**src/bli_pkg.sv**
```systemverilog
// Shared types, constants and helpers of the boot line title ID extractor.
// No dependencies; used by every module of the block by scoped names.
`default_nettype none
package bli_pkg;

	localparam int unsigned ID_LEN = 11;
	localparam int unsigned TAG_LEN = 5;

	localparam logic [7:0] CH_LF    = 8'h0A;
	localparam logic [7:0] CH_CR    = 8'h0D;
	localparam logic [7:0] CH_BSL   = 8'h5C;
	localparam logic [7:0] CH_SLASH = 8'h2F;
	localparam logic [7:0] CH_COLON = 8'h3A;
	localparam logic [7:0] CH_UNDER = 8'h5F;
	localparam logic [7:0] CH_DOT   = 8'h2E;

	localparam logic [3:0] CAP_RESET = 4'd12;
	localparam logic [3:0] ID_LEN_4  = 4'd11;

	typedef logic [ID_LEN-1:0][7:0] id_chars_t;

	typedef struct packed {
		logic       found;
		logic [3:0] count;
		id_chars_t  chars;
	} decision_t;

	typedef enum logic [3:0] {
		PH_PREFIX  = 4'b0001,
		PH_CAPTURE = 4'b0010,
		PH_SKIP    = 4'b0100,
		PH_DONE    = 4'b1000
	} phase_t;

	function automatic logic [7:0] tag_char(input logic [2:0] idx);
		logic [7:0] c;
		unique case (idx)
			3'd0: c = 8'h42;
			3'd1: c = 8'h4F;
			3'd2: c = 8'h4F;
			3'd3: c = 8'h54;
			3'd4: c = 8'h32;
			default: c = 8'h00;
		endcase
		return c;
	endfunction

	function automatic logic is_up(input logic [7:0] c);
		return (c >= 8'h41) && (c <= 8'h5A);
	endfunction

	function automatic logic is_dig(input logic [7:0] c);
		return (c >= 8'h30) && (c <= 8'h39);
	endfunction

	function automatic logic pattern_ok(input id_chars_t s);
		return is_up(s[0]) && is_up(s[1]) && is_up(s[2]) && is_up(s[3]) &&
			(s[4] == CH_UNDER) && is_dig(s[5]) && is_dig(s[6]) && is_dig(s[7]) &&
			(s[8] == CH_DOT) && is_dig(s[9]) && is_dig(s[10]);
	endfunction

endpackage
`default_nettype wire

```
**src/boot_line_title_id_extractor_core.sv**
```systemverilog
// Top level of the boot line title ID extractor: capacity register, scanner, queue, sequencer.
// Depends on bli_pkg, bli_front, bli_queue and bli_back.
//
//  channel  | handshake           | payload
//  ---------+---------------------+---------------------------------------------------
//  input    | push / full         | text_byte, final_byte
//  result   | pop / empty         | found, char_valid, id_char, char_position, run_end
//  config   | cfg_valid/cfg_ready | cfg_data (id_capacity)
//
// One text byte is taken per cycle unless full; a decision enters a two-entry queue the same cycle.
// Results leave one per cycle while pop is high, from the queue head, up to 11 per decision.
// full rises while both queue entries hold pending decisions.
// Reset restores id_capacity to 12 and the scanner to line start; no clearing pass.
`default_nettype none
module boot_line_title_id_extractor_core (
	input  wire logic       clk,
	input  wire logic       arst_n,
	input  wire logic       push,
	output logic            full,
	input  wire logic [7:0] text_byte,
	input  wire logic       final_byte,
	output logic            empty,
	input  wire logic       pop,
	output logic            found,
	output logic            char_valid,
	output logic [7:0]      id_char,
	output logic [3:0]      char_position,
	output logic            run_end,
	input  wire logic       cfg_valid,
	output logic            cfg_ready,
	input  wire logic [3:0] cfg_data
);

	logic               cap_wr;
	logic [3:0]         cap_q;
	logic               acc, rec_push, head_done, q_full, q_empty;
	bli_pkg::decision_t rec, head;

	assign cfg_ready = 1'b1;
	assign cap_wr    = cfg_valid && cfg_ready;
	assign acc       = push && !full;
	assign full      = q_full;
	assign empty     = q_empty;

	always_ff @(posedge clk or negedge arst_n) begin
		if (!arst_n) begin
			cap_q <= bli_pkg::CAP_RESET;
		end else if (cap_wr) begin
			cap_q <= cfg_data;
		end
	end

	bli_front u_front (
		.clk        (clk),
		.arst_n     (arst_n),
		.acc        (acc),
		.text_byte  (text_byte),
		.final_byte (final_byte),
		.cap        (cap_q),
		.rec_push   (rec_push),
		.rec        (rec)
	);

	bli_queue u_queue (
		.clk     (clk),
		.arst_n  (arst_n),
		.wr      (rec_push),
		.wr_data (rec),
		.rd      (head_done),
		.rd_data (head),
		.q_full  (q_full),
		.q_empty (q_empty)
	);

	bli_back u_back (
		.clk           (clk),
		.arst_n        (arst_n),
		.head          (head),
		.head_valid    (!q_empty),
		.pop           (pop),
		.head_done     (head_done),
		.found         (found),
		.char_valid    (char_valid),
		.id_char       (id_char),
		.char_position (char_position),
		.run_end       (run_end)
	);

endmodule
`default_nettype wire

```
**src/bli_front.sv**
```systemverilog
// Front end: scans text bytes, captures the ID on the boot line and forms a decision.
// Depends on bli_pkg.
`default_nettype none
module bli_front (
	input  wire logic              clk,
	input  wire logic              arst_n,
	input  wire logic              acc,
	input  wire logic [7:0]        text_byte,
	input  wire logic              final_byte,
	input  wire logic [3:0]        cap,
	output logic                   rec_push,
	output bli_pkg::decision_t     rec
);

	bli_pkg::phase_t  phase_q, phase_a;
	logic [2:0]       prog_q, prog_a;
	logic [3:0]       cnt_q, cnt_a;
	bli_pkg::id_chars_t store_q, store_a;
	logic             eol, sep, dec_a, miss_a, decide;
	logic [3:0]       n_lim;

	assign eol = (text_byte == bli_pkg::CH_LF) || (text_byte == bli_pkg::CH_CR);
	assign sep = (text_byte == bli_pkg::CH_BSL) || (text_byte == bli_pkg::CH_SLASH) ||
		(text_byte == bli_pkg::CH_COLON);

	always_comb begin
		phase_a = phase_q;
		prog_a  = prog_q;
		cnt_a   = cnt_q;
		store_a = store_q;
		dec_a   = 1'b0;
		unique case (phase_q)
			bli_pkg::PH_PREFIX: begin
				if (eol) begin
					prog_a = 3'd0;
				end else if (prog_q < 3'(bli_pkg::TAG_LEN) &&
						text_byte == bli_pkg::tag_char(prog_q)) begin
					prog_a = prog_q + 3'd1;
					if (prog_a == 3'(bli_pkg::TAG_LEN)) begin
						phase_a = bli_pkg::PH_CAPTURE;
						cnt_a   = 4'd0;
					end
				end else begin
					phase_a = bli_pkg::PH_SKIP;
				end
			end
			bli_pkg::PH_CAPTURE: begin
				if (eol) begin
					dec_a   = 1'b1;
					phase_a = bli_pkg::PH_DONE;
				end else if (sep) begin
					cnt_a = 4'd0;
				end else if (cnt_q < bli_pkg::ID_LEN_4) begin
					store_a[cnt_q] = text_byte;
					cnt_a = cnt_q + 4'd1;
				end
			end
			bli_pkg::PH_SKIP: begin
				if (eol) begin
					phase_a = bli_pkg::PH_PREFIX;
					prog_a  = 3'd0;
				end
			end
			bli_pkg::PH_DONE: begin
			end
			default: begin
			end
		endcase
	end

	assign decide = dec_a || (final_byte && phase_a == bli_pkg::PH_CAPTURE);
	assign miss_a = final_byte && phase_a != bli_pkg::PH_CAPTURE && phase_a != bli_pkg::PH_DONE;

	always_comb begin
		if (cap == 4'd0) begin
			n_lim = 4'd0;
		end else if (cap - 4'd1 > bli_pkg::ID_LEN_4) begin
			n_lim = bli_pkg::ID_LEN_4;
		end else begin
			n_lim = cap - 4'd1;
		end
	end

	assign rec_push  = acc && (decide || miss_a);
	assign rec.found = decide && (cnt_a == bli_pkg::ID_LEN_4) && bli_pkg::pattern_ok(store_a);
	assign rec.count = n_lim;
	assign rec.chars = store_a;

	always_ff @(posedge clk or negedge arst_n) begin
		if (!arst_n) begin
			phase_q <= bli_pkg::PH_PREFIX;
			prog_q  <= 3'd0;
			cnt_q   <= 4'd0;
		end else if (acc) begin
			if (final_byte) begin
				phase_q <= bli_pkg::PH_PREFIX;
				prog_q  <= 3'd0;
				cnt_q   <= 4'd0;
			end else begin
				phase_q <= phase_a;
				prog_q  <= prog_a;
				cnt_q   <= cnt_a;
			end
		end
	end

	always_ff @(posedge clk) begin
		if (acc) begin
			store_q <= store_a;
		end
	end

endmodule
`default_nettype wire

```
**src/bli_queue.sv**
```systemverilog
// Two-entry decision queue between the scanner and the result sequencer.
// Depends on bli_pkg.
`default_nettype none
module bli_queue (
	input  wire logic               clk,
	input  wire logic               arst_n,
	input  wire logic               wr,
	input  wire bli_pkg::decision_t wr_data,
	input  wire logic               rd,
	output bli_pkg::decision_t      rd_data,
	output logic                    q_full,
	output logic                    q_empty
);

	bli_pkg::decision_t mem_q [2];
	logic       wp_q, rp_q;
	logic [1:0] cnt_q;

	assign q_full  = (cnt_q == 2'd2);
	assign q_empty = (cnt_q == 2'd0);
	assign rd_data = mem_q[rp_q];

	always_ff @(posedge clk or negedge arst_n) begin
		if (!arst_n) begin
			wp_q  <= 1'b0;
			rp_q  <= 1'b0;
			cnt_q <= 2'd0;
		end else begin
			if (wr) begin
				wp_q <= ~wp_q;
			end
			if (rd) begin
				rp_q <= ~rp_q;
			end
			cnt_q <= cnt_q + {1'b0, wr} - {1'b0, rd};
		end
	end

	always_ff @(posedge clk) begin
		if (wr) begin
			mem_q[wp_q] <= wr_data;
		end
	end

endmodule
`default_nettype wire

```
**src/bli_back.sv**
```systemverilog
// Back end: expands the oldest decision into its result requests, one per pop.
// Depends on bli_pkg.
`default_nettype none
module bli_back (
	input  wire logic               clk,
	input  wire logic               arst_n,
	input  wire bli_pkg::decision_t head,
	input  wire logic               head_valid,
	input  wire logic               pop,
	output logic                    head_done,
	output logic                    found,
	output logic                    char_valid,
	output logic [7:0]              id_char,
	output logic [3:0]              char_position,
	output logic                    run_end
);

	logic [3:0] k_q;
	logic       take;

	assign found         = head.found;
	assign char_valid    = head.found && (head.count != 4'd0);
	assign id_char       = char_valid ? head.chars[k_q] : 8'd0;
	assign char_position = char_valid ? k_q : 4'd0;
	assign run_end       = !char_valid || (k_q == head.count - 4'd1);
	assign take          = pop && head_valid;
	assign head_done     = take && run_end;

	always_ff @(posedge clk or negedge arst_n) begin
		if (!arst_n) begin
			k_q <= 4'd0;
		end else if (take) begin
			k_q <= run_end ? 4'd0 : k_q + 4'd1;
		end
	end

endmodule
`default_nettype wire

```
**config.mk**
```make
export PLATFORM = sky130hd
export DESIGN_NAME = boot_line_title_id_extractor_core
export DESIGN_NICKNAME = d
export VERILOG_FILES = /design/src/bli_pkg.sv /design/src/boot_line_title_id_extractor_core.sv /design/src/bli_front.sv /design/src/bli_queue.sv /design/src/bli_back.sv
export SDC_FILE = /design/constraint.sdc
export NUM_CORES = 1
export LEC_CHECK = 0
export BUFFER_PORTS_ARGS = -buffer_cell sky130_fd_sc_hd__buf_2
export CAP_MARGIN = 5
export CORE_ASPECT_RATIO = 1.25
export CORE_MARGIN = 2
export CORE_UTILIZATION = 50
export DETAILED_ROUTE_END_ITERATION = 6
export GPL_TIMING_DRIVEN = 0
export PLACE_DENSITY = 0.69
export SETUP_SLACK_MARGIN = 0.15
export SKIP_LAST_GASP = 1
export SLEW_MARGIN = 20
export SYNTH_ARGS = -nofsm -noshare
export SYNTH_HDL_FRONTEND = slang
export SYNTH_HIERARCHICAL = 1
export SYNTH_SLANG_ARGS = --single-unit
export TNS_END_PERCENT = 10
```
**constraint.sdc**
```tcl
create_clock -name clk -period 9.4 [get_ports clk]
set_input_delay 0.47 -clock clk [delete_from_list [all_inputs] [get_ports clk]]
set_output_delay 0.47 -clock clk [all_outputs]
set_load 0.03 [all_outputs]
```
Yosys cells after proc, flatten, opt, wreduce, memory -nomap -nowiden
Memories as Yosys holds them, arrays and structs flattened.
Index checks and enable logic that the tools add are counted.
Operators by class
  equal/unequal tests: 24
  add/subtract/negate cells: 7
  bitwise operators: 2
  reduce and logical (&&, ||, !) cells: 47
  muxes and demuxes: 41
  order comparisons: 24
Operators by type and width (number)
  88-bit two-way mux: 4
  88-bit bitwise mux: 1
  4-bit two-way mux: 17
  8-bit by 6-bit greater-or-equal comparator with 1-bit output (second input constant): 5
  8-bit by 6-bit <= comparator with 1-bit output (second input constant): 5
  8-bit two-way mux: 5
  8-bit binary-select mux with 4-bit select: 1
  8-bit demux with 4-bit select: 1
  8-bit by 7-bit greater-or-equal comparator with 1-bit output (second input constant): 4
  8-bit by 7-bit <= comparator with 1-bit output (second input constant): 4
  1-bit logical AND: 31
  7-bit one-hot mux with 4 select lines: 1
  8-bit by 6-bit == test with 1-bit output (second input constant): 3
  8-bit by 4-bit == test with 1-bit output (second input constant): 2
  8-bit by 7-bit == test with 1-bit output (second input constant): 2
  3-bit two-way mux: 4
  4-bit one-hot mux with 3 select lines: 1
  4-bit by 5-bit < comparator with 1-bit output (second input constant): 2
  4-bit by 1-bit adder with 4-bit output (second input constant): 2
  4-bit by 2-bit == test with 1-bit output (second input constant): 2
  8-bit == test: 1
  4-bit by 2-bit != test with 1-bit output (second input constant): 2
  4-bit one-hot mux with 2 select lines: 1
  4-bit by 1-bit subtractor with 4-bit output (second input constant): 2
  other kinds (29): 42
Storage, ports and cells
  bits in registers: 111
  memories: 1
  bits of input ports: 18
  RAM bits: 186
  logic and storage cells: 165
Memory list
  u_queue.mem_q: words 2, width 93, rd ports 1, clocked after memory_dff 0, write ports 1, line bli_queue.sv:15  | bli_pkg::decision_t mem_q [2];

Longest topological paths before layout
  depth after elaboration: 22
  mapped depth: 13

Hierarchy
The synthesis kept the hierarchy.
Modules (own cells, without submodules)
  bli_queue: cells each 304, area each 6919.1 µm², times used 1, seq. area each 5685.5 µm²
  bli_front: cells each 503, area each 5642.9 µm², times used 1, seq. area each 2919.0 µm²
  bli_back: cells each 110, area each 1103.6 µm², times used 1, seq. area each 100.1 µm²
  boot_line_title_id_extractor_core: cells each 12, area each 168.9 µm², times used 1, seq. area each 102.6 µm²

Worst setup path after synthesis
Ideal clock, no wire load.
  path type: reg2reg
  start: register u_queue.cnt_q[1]
  end: memory u_queue/mem_q[0][0] (netlist name), enable pin
  arrival: 9678 ps
  path slack: -834 ps
  cell stages (with the launch flop): 6
  library setup time: 556 ps
  required time: 8844 ps
  cell sequence: dfrtp_1 > nor2b_1 > nor2b_1 > clkbuf_1 > a21boi_0 > nor2b_1
On the way
  cells in the longest elaborated chain, start to end: 6
Ends and longest elaborated chain
  start, declared: line bli_queue.sv:17  | logic [1:0] cnt_q;
  start signal, assigned: line bli_queue.sv:35  | cnt_q <= cnt_q + {1'b0, wr} - {1'b0, rd};
  2-bit == test: line bli_queue.sv:19  | assign q_full = (cnt_q == 2'd2);
  via full: line boot_line_title_id_extractor_core.sv:19  | output logic full,
  1-bit logical NOT: line boot_line_title_id_extractor_core.sv:41  | assign acc = push && !full;
  1-bit logical AND: line boot_line_title_id_extractor_core.sv:41
  via acc: line boot_line_title_id_extractor_core.sv:36  | logic acc, rec_push, head_done, q_full, q_empty;
  1-bit logical AND: line bli_front.sv:84  | assign rec_push = acc && (decide || miss_a);
  via rec_push: line boot_line_title_id_extractor_core.sv:36
  1-bit two-way mux: line bli_queue.sv:40  | if (wr) begin
  1-bit two-way mux (not written as such): line bli_queue.sv:41  | mem_q[wp_q] <= wr_data;
  end, declared: line bli_queue.sv:15
The timed path passes the listed nets, and every way through them passes these cells.

Worst setup path in the final report
  start: register u_queue.cnt_q[1]
  end: memory u_queue/mem_q[0][77] (netlist name), enable pin
On the way
  cells in the longest elaborated chain, start to end: 6
Ends and longest elaborated chain (line)
  2-bit == test: bli_queue.sv:19
  1-bit logical NOT: boot_line_title_id_extractor_core.sv:41
  1-bit logical AND: boot_line_title_id_extractor_core.sv:41
  via acc: boot_line_title_id_extractor_core.sv:36
  1-bit logical AND: bli_front.sv:84
  via rec_push: boot_line_title_id_extractor_core.sv:36
  1-bit two-way mux: bli_queue.sv:40
  1-bit two-way mux (not written as such): bli_queue.sv:41
The timed path passes the listed nets, and every way through them passes these cells.

==> reports/metrics.csv <==
metric,value,unit
CTS buffer count,29,
post-layout util,0.570,
Die ar.,29000,um^2
Initial DRC Count,668,
Tightest Hold Check Type,in2reg,
Synth Area in Compound Gates,0.0678,
GRT Total Usage,0.214,
Simple-Gate Fraction of Synth Area,0.0769,
DR vias/cell,5.97,
area of the multi-input gates,4650,um^2
layout cell share with drive strength beyond 1,0.297,
Ant. Diodes,0,
final worst path period share,0.449,
synthesized area,13800,um^2
largest fanout on the critical path,24,
worst-skew pair later-pin latency,0.55,ns
CTS max path bufs,3,
chip width,153,um
"flops & latches, synth",297,
slew margin rel.,0.332,
Core Area,27400,um^2
Crit path largest cell delay,0.82,ns
final setup fails,0,
transition time of the tightest slew-check pin,1.00,ns
PortBufs,30,
ANT nets after route,0,
Hold Crit Depth,2,
Critical Path AT,4.46,ns
first-pass GRT wire length,47400,um
First-pass DRT Iterations,5,
RR Startpoint,u_queue/cnt_q[1]$_DFF_PN0_,
Slew Limit Fails,0,
final hold vios,0,
"top cells by area, synth","edfxtp_1 (59%), mux2_2 (13%), dfrtp_1 (3.6%)",
Post-CTS Setup Bufs,0,
total power,0.00436,W
Sink Count,297,
vias in the first global route,8093,
Via Count,8201,
largest family of logic cells by synthesized area,multiplexers,
drt wl/cell,22.7,um
"reg-to-reg slack, setup",5.18,ns
io pins,36,
DR DRC count,0,
main flop type after synthesis,edfxtp_1,
CTS tree,done,
combinational share of power,0.311,
Max Cap Violations,0,
most frequent cell after synthesis,edfxtp_1,
initial antenna violation count,0,
"IR drop worst, VDD",0.000151,V
Sequential Power Share,0.432,
kind of critical path,reg2reg,
DP Wirelength,21700,um
Mapped Cells,929,
outcome,finished clean,
RR Endpoint,u_queue/mem_q[0][77]$_DFFE_PP_,
largest net degree at the start of global routing,46,
Post-Synth XOR/XNOR Area,0.00922,
reg2reg path depth,9,
RD Place Congestion,0.940,
H-tree Lvls,1,
worst-path cell chain,nor2b_1 -> nor2b_4 -> buf_16 -> buf_16 -> clkbuf_1 -> a21boi_0 -> nor2b_4 -> buf_12 -> buf_12,
Routed WL,31100,um
Setup Skew,0.0191,ns
internal power,0.00301,W
Mapped Avg Cell Area,14.9,um^2
FMAX,0.237,GHz
Post-synth EDFFs,274,
Sw Pwr,0.00135,W
die height,190,um
CP max stage cell,a21boi_0,
starting density of the core,0.505,
top cell type's share of synthesized area,0.595,
Post-synth top cells,"edfxtp_1 (274), mux2_2 (160), nand2_1 (62), o21ai_0 (48), a21oi_1 (30)",
syn nets,964,
Filler cells,2139,
Worst EP required,9.64,ns
Register Area,8810,um^2
Synth Area in Adders,0.0154,
largest area contributor in the netlist,edfxtp_1,
HP Start,cfg_data[0],
hold path endpoint,cap_q[0]$_DFFE_PN0P_,
Leakage,5.42,nW
crit start category,flip-flop,
Pwr Density,279,nW/um^2
mux contribution to synthesized area,0.165,
Synth warnings,6,
Clock Power Share,0.257,
min Tclk post-route,4.22,ns
Worst setup EP type,flip-flop,
row count,68,
"Remaining Overflow, GRT",0,
sequential cell area fraction in the yosys report,0.637,
RSZ-0062 raised after global routing,no,
clock root cell,clkbuf_16,
Layout Nets,1036,
asr flop ratio synth,0.0774,
"Clk pin slew, worst setup/hold paths",0.06,ns
post-synth cell types,77,
Layout area overhead,12.9,%
sw frac,0.309,
-- through the flow --
| stage | hold WS (ns) | setup TNS [ns] | setup WS [ns] | instance area, um^2 | instances |
|---|---|---|---|---|---|
| final | 0.165 | 0 | 5.18 | 15600 | 1373 |
| after global routing | 0.159 | 0 | 4.93 | 15600 | 1373 |
| after CTS | 0.151 | 0 | 5.17 | 15600 | 1373 |
| after detailed placement | 0.520 | 0 | 5.08 | 14700 | 1319 |
| after global placement | 0.486 | -651.36 | -3.74 | 14400 | 1309 |
| after floorplan | 0.174 | 0 | 0.940 | 13800 | 929 |
-- layer usage --
metal,track usage,wire (um),up-vias
met5,0,0,-
met4,0.0908,1260,0
met3,0.0264,1490,64
met2,0.354,15000,249
met1,0.288,13400,4141
li1,-,-,3747
-- what timing repair did --
action | 4_1_cts | 5_1_grt
gates resized for setup | 0 | 0
hold buffers | 1 | 0
hold endpoints to repair | 20 | 0
-- flip-flops by register name, indices dropped and copies added (netlist names) --
name / cells
u_back/k_q: 4
u_front/phase_q: 4
u_front/store_q: 88
u_front/cnt_q: 4
u_queue/wp_q: 1
u_queue/mem_q: 186
u_queue/cnt_q: 2
cap_q: 4
u_front/prog_q: 3
u_queue/rp_q: 1
-- placed cells by master (no fill, tap or decap), types with 4 or more instances in the layout --
cell type	n
and3_1	9
inv_1	22
nand2b_1	7
mux2i_1	11
nand4_1	10
edfxtp_1	274
nor2b_1	7
xor2_1	5
buf_16	6
buf_4	7
nor3_1	11
o21ai_0	48
buf_2	38
nand3b_1	6
ha_1	17
and2_1	7
xnor2_1	5
mux2_2	160
o31ai_1	4
o22ai_1	7
buf_12	4
dfrtp_1	20
nand3_1	10
mux4_2	16
nor3b_1	4
buf_6	8
nor2_1	22
buf_1	4
o2bb2ai_1	10
clkbuf_16	29
nand4b_1	4
clkbuf_1	36
clkinv_2	6
nand2_1	62
a21oi_1	30
a22oi_1	11
or4_1	8
-- worst max-delay path, delay by kind of cell (launching register included) --
kind	cells	cell delay, ns
buffers and inverters	5	1.24
AOI/OAI and AO/OA	1	0.82
and+or+nand+nor	3	1.44
DFF	1	0.40
-- cell families after synthesis --
| family | after synthesis |
|---|---|
| XOR/XNOR | 12 |
| adder cells (fa/ha/maj) | 17 |
| buffers and inverters | 79 |
| AND/OR/NAND/NOR | 193 |
| other | 1 |
| multiplexers | 188 |
| AO/OA/AOI/OAI | 142 |
| flip-flops | 297 |
-- power groups by stage --
stage	Combinational (W)	Clock [W]	Sequential (W)
after CTS	0.00136	0.00114	0.00188
final	0.00136	0.00112	0.00188
after floorplan	0.000947	0	0.00190
after global placement	0.00127	0	0.00194
after detailed placement	0.00135	0	0.00191
after global routing	0.00145	0.00120	0.00191
-- layout make-up --
class,count,area share
inverters,23,0.00553
multi-input cells,553,0.298
repair buffers,41,0.0260
clock buffers,40,0.0510
clock inverters,13,0.00793
well taps,350,0.0280
plain buffers,56,0.0197
flip-flops and latches,297,0.564
-- worst max-delay path by stage --
stage,end,startpoint,cells past startpoint,slack [ns]
after global routing,u_queue/mem_q[0][77]$_DFFE_PP_,u_queue/cnt_q[1]$_DFF_PN0_,9,4.93
after detailed placement,u_queue/mem_q[1][92]$_DFFE_PP_,text_byte[0],11,5.08
after CTS,u_queue/mem_q[0][77]$_DFFE_PP_,u_queue/cnt_q[1]$_DFF_PN0_,9,5.17
final,u_queue/mem_q[0][77]$_DFFE_PP_,u_queue/cnt_q[1]$_DFF_PN0_,9,5.18
after floorplan,u_queue/mem_q[0][0]$_DFFE_PP_,u_queue/cnt_q[1]$_DFF_PN0_,5,0.94
after global placement,u_queue/mem_q[0][51]$_DFFE_PP_,u_queue/cnt_q[1]$_DFF_PN0_,5,-3.74
(Power assumes the default switching activity.)
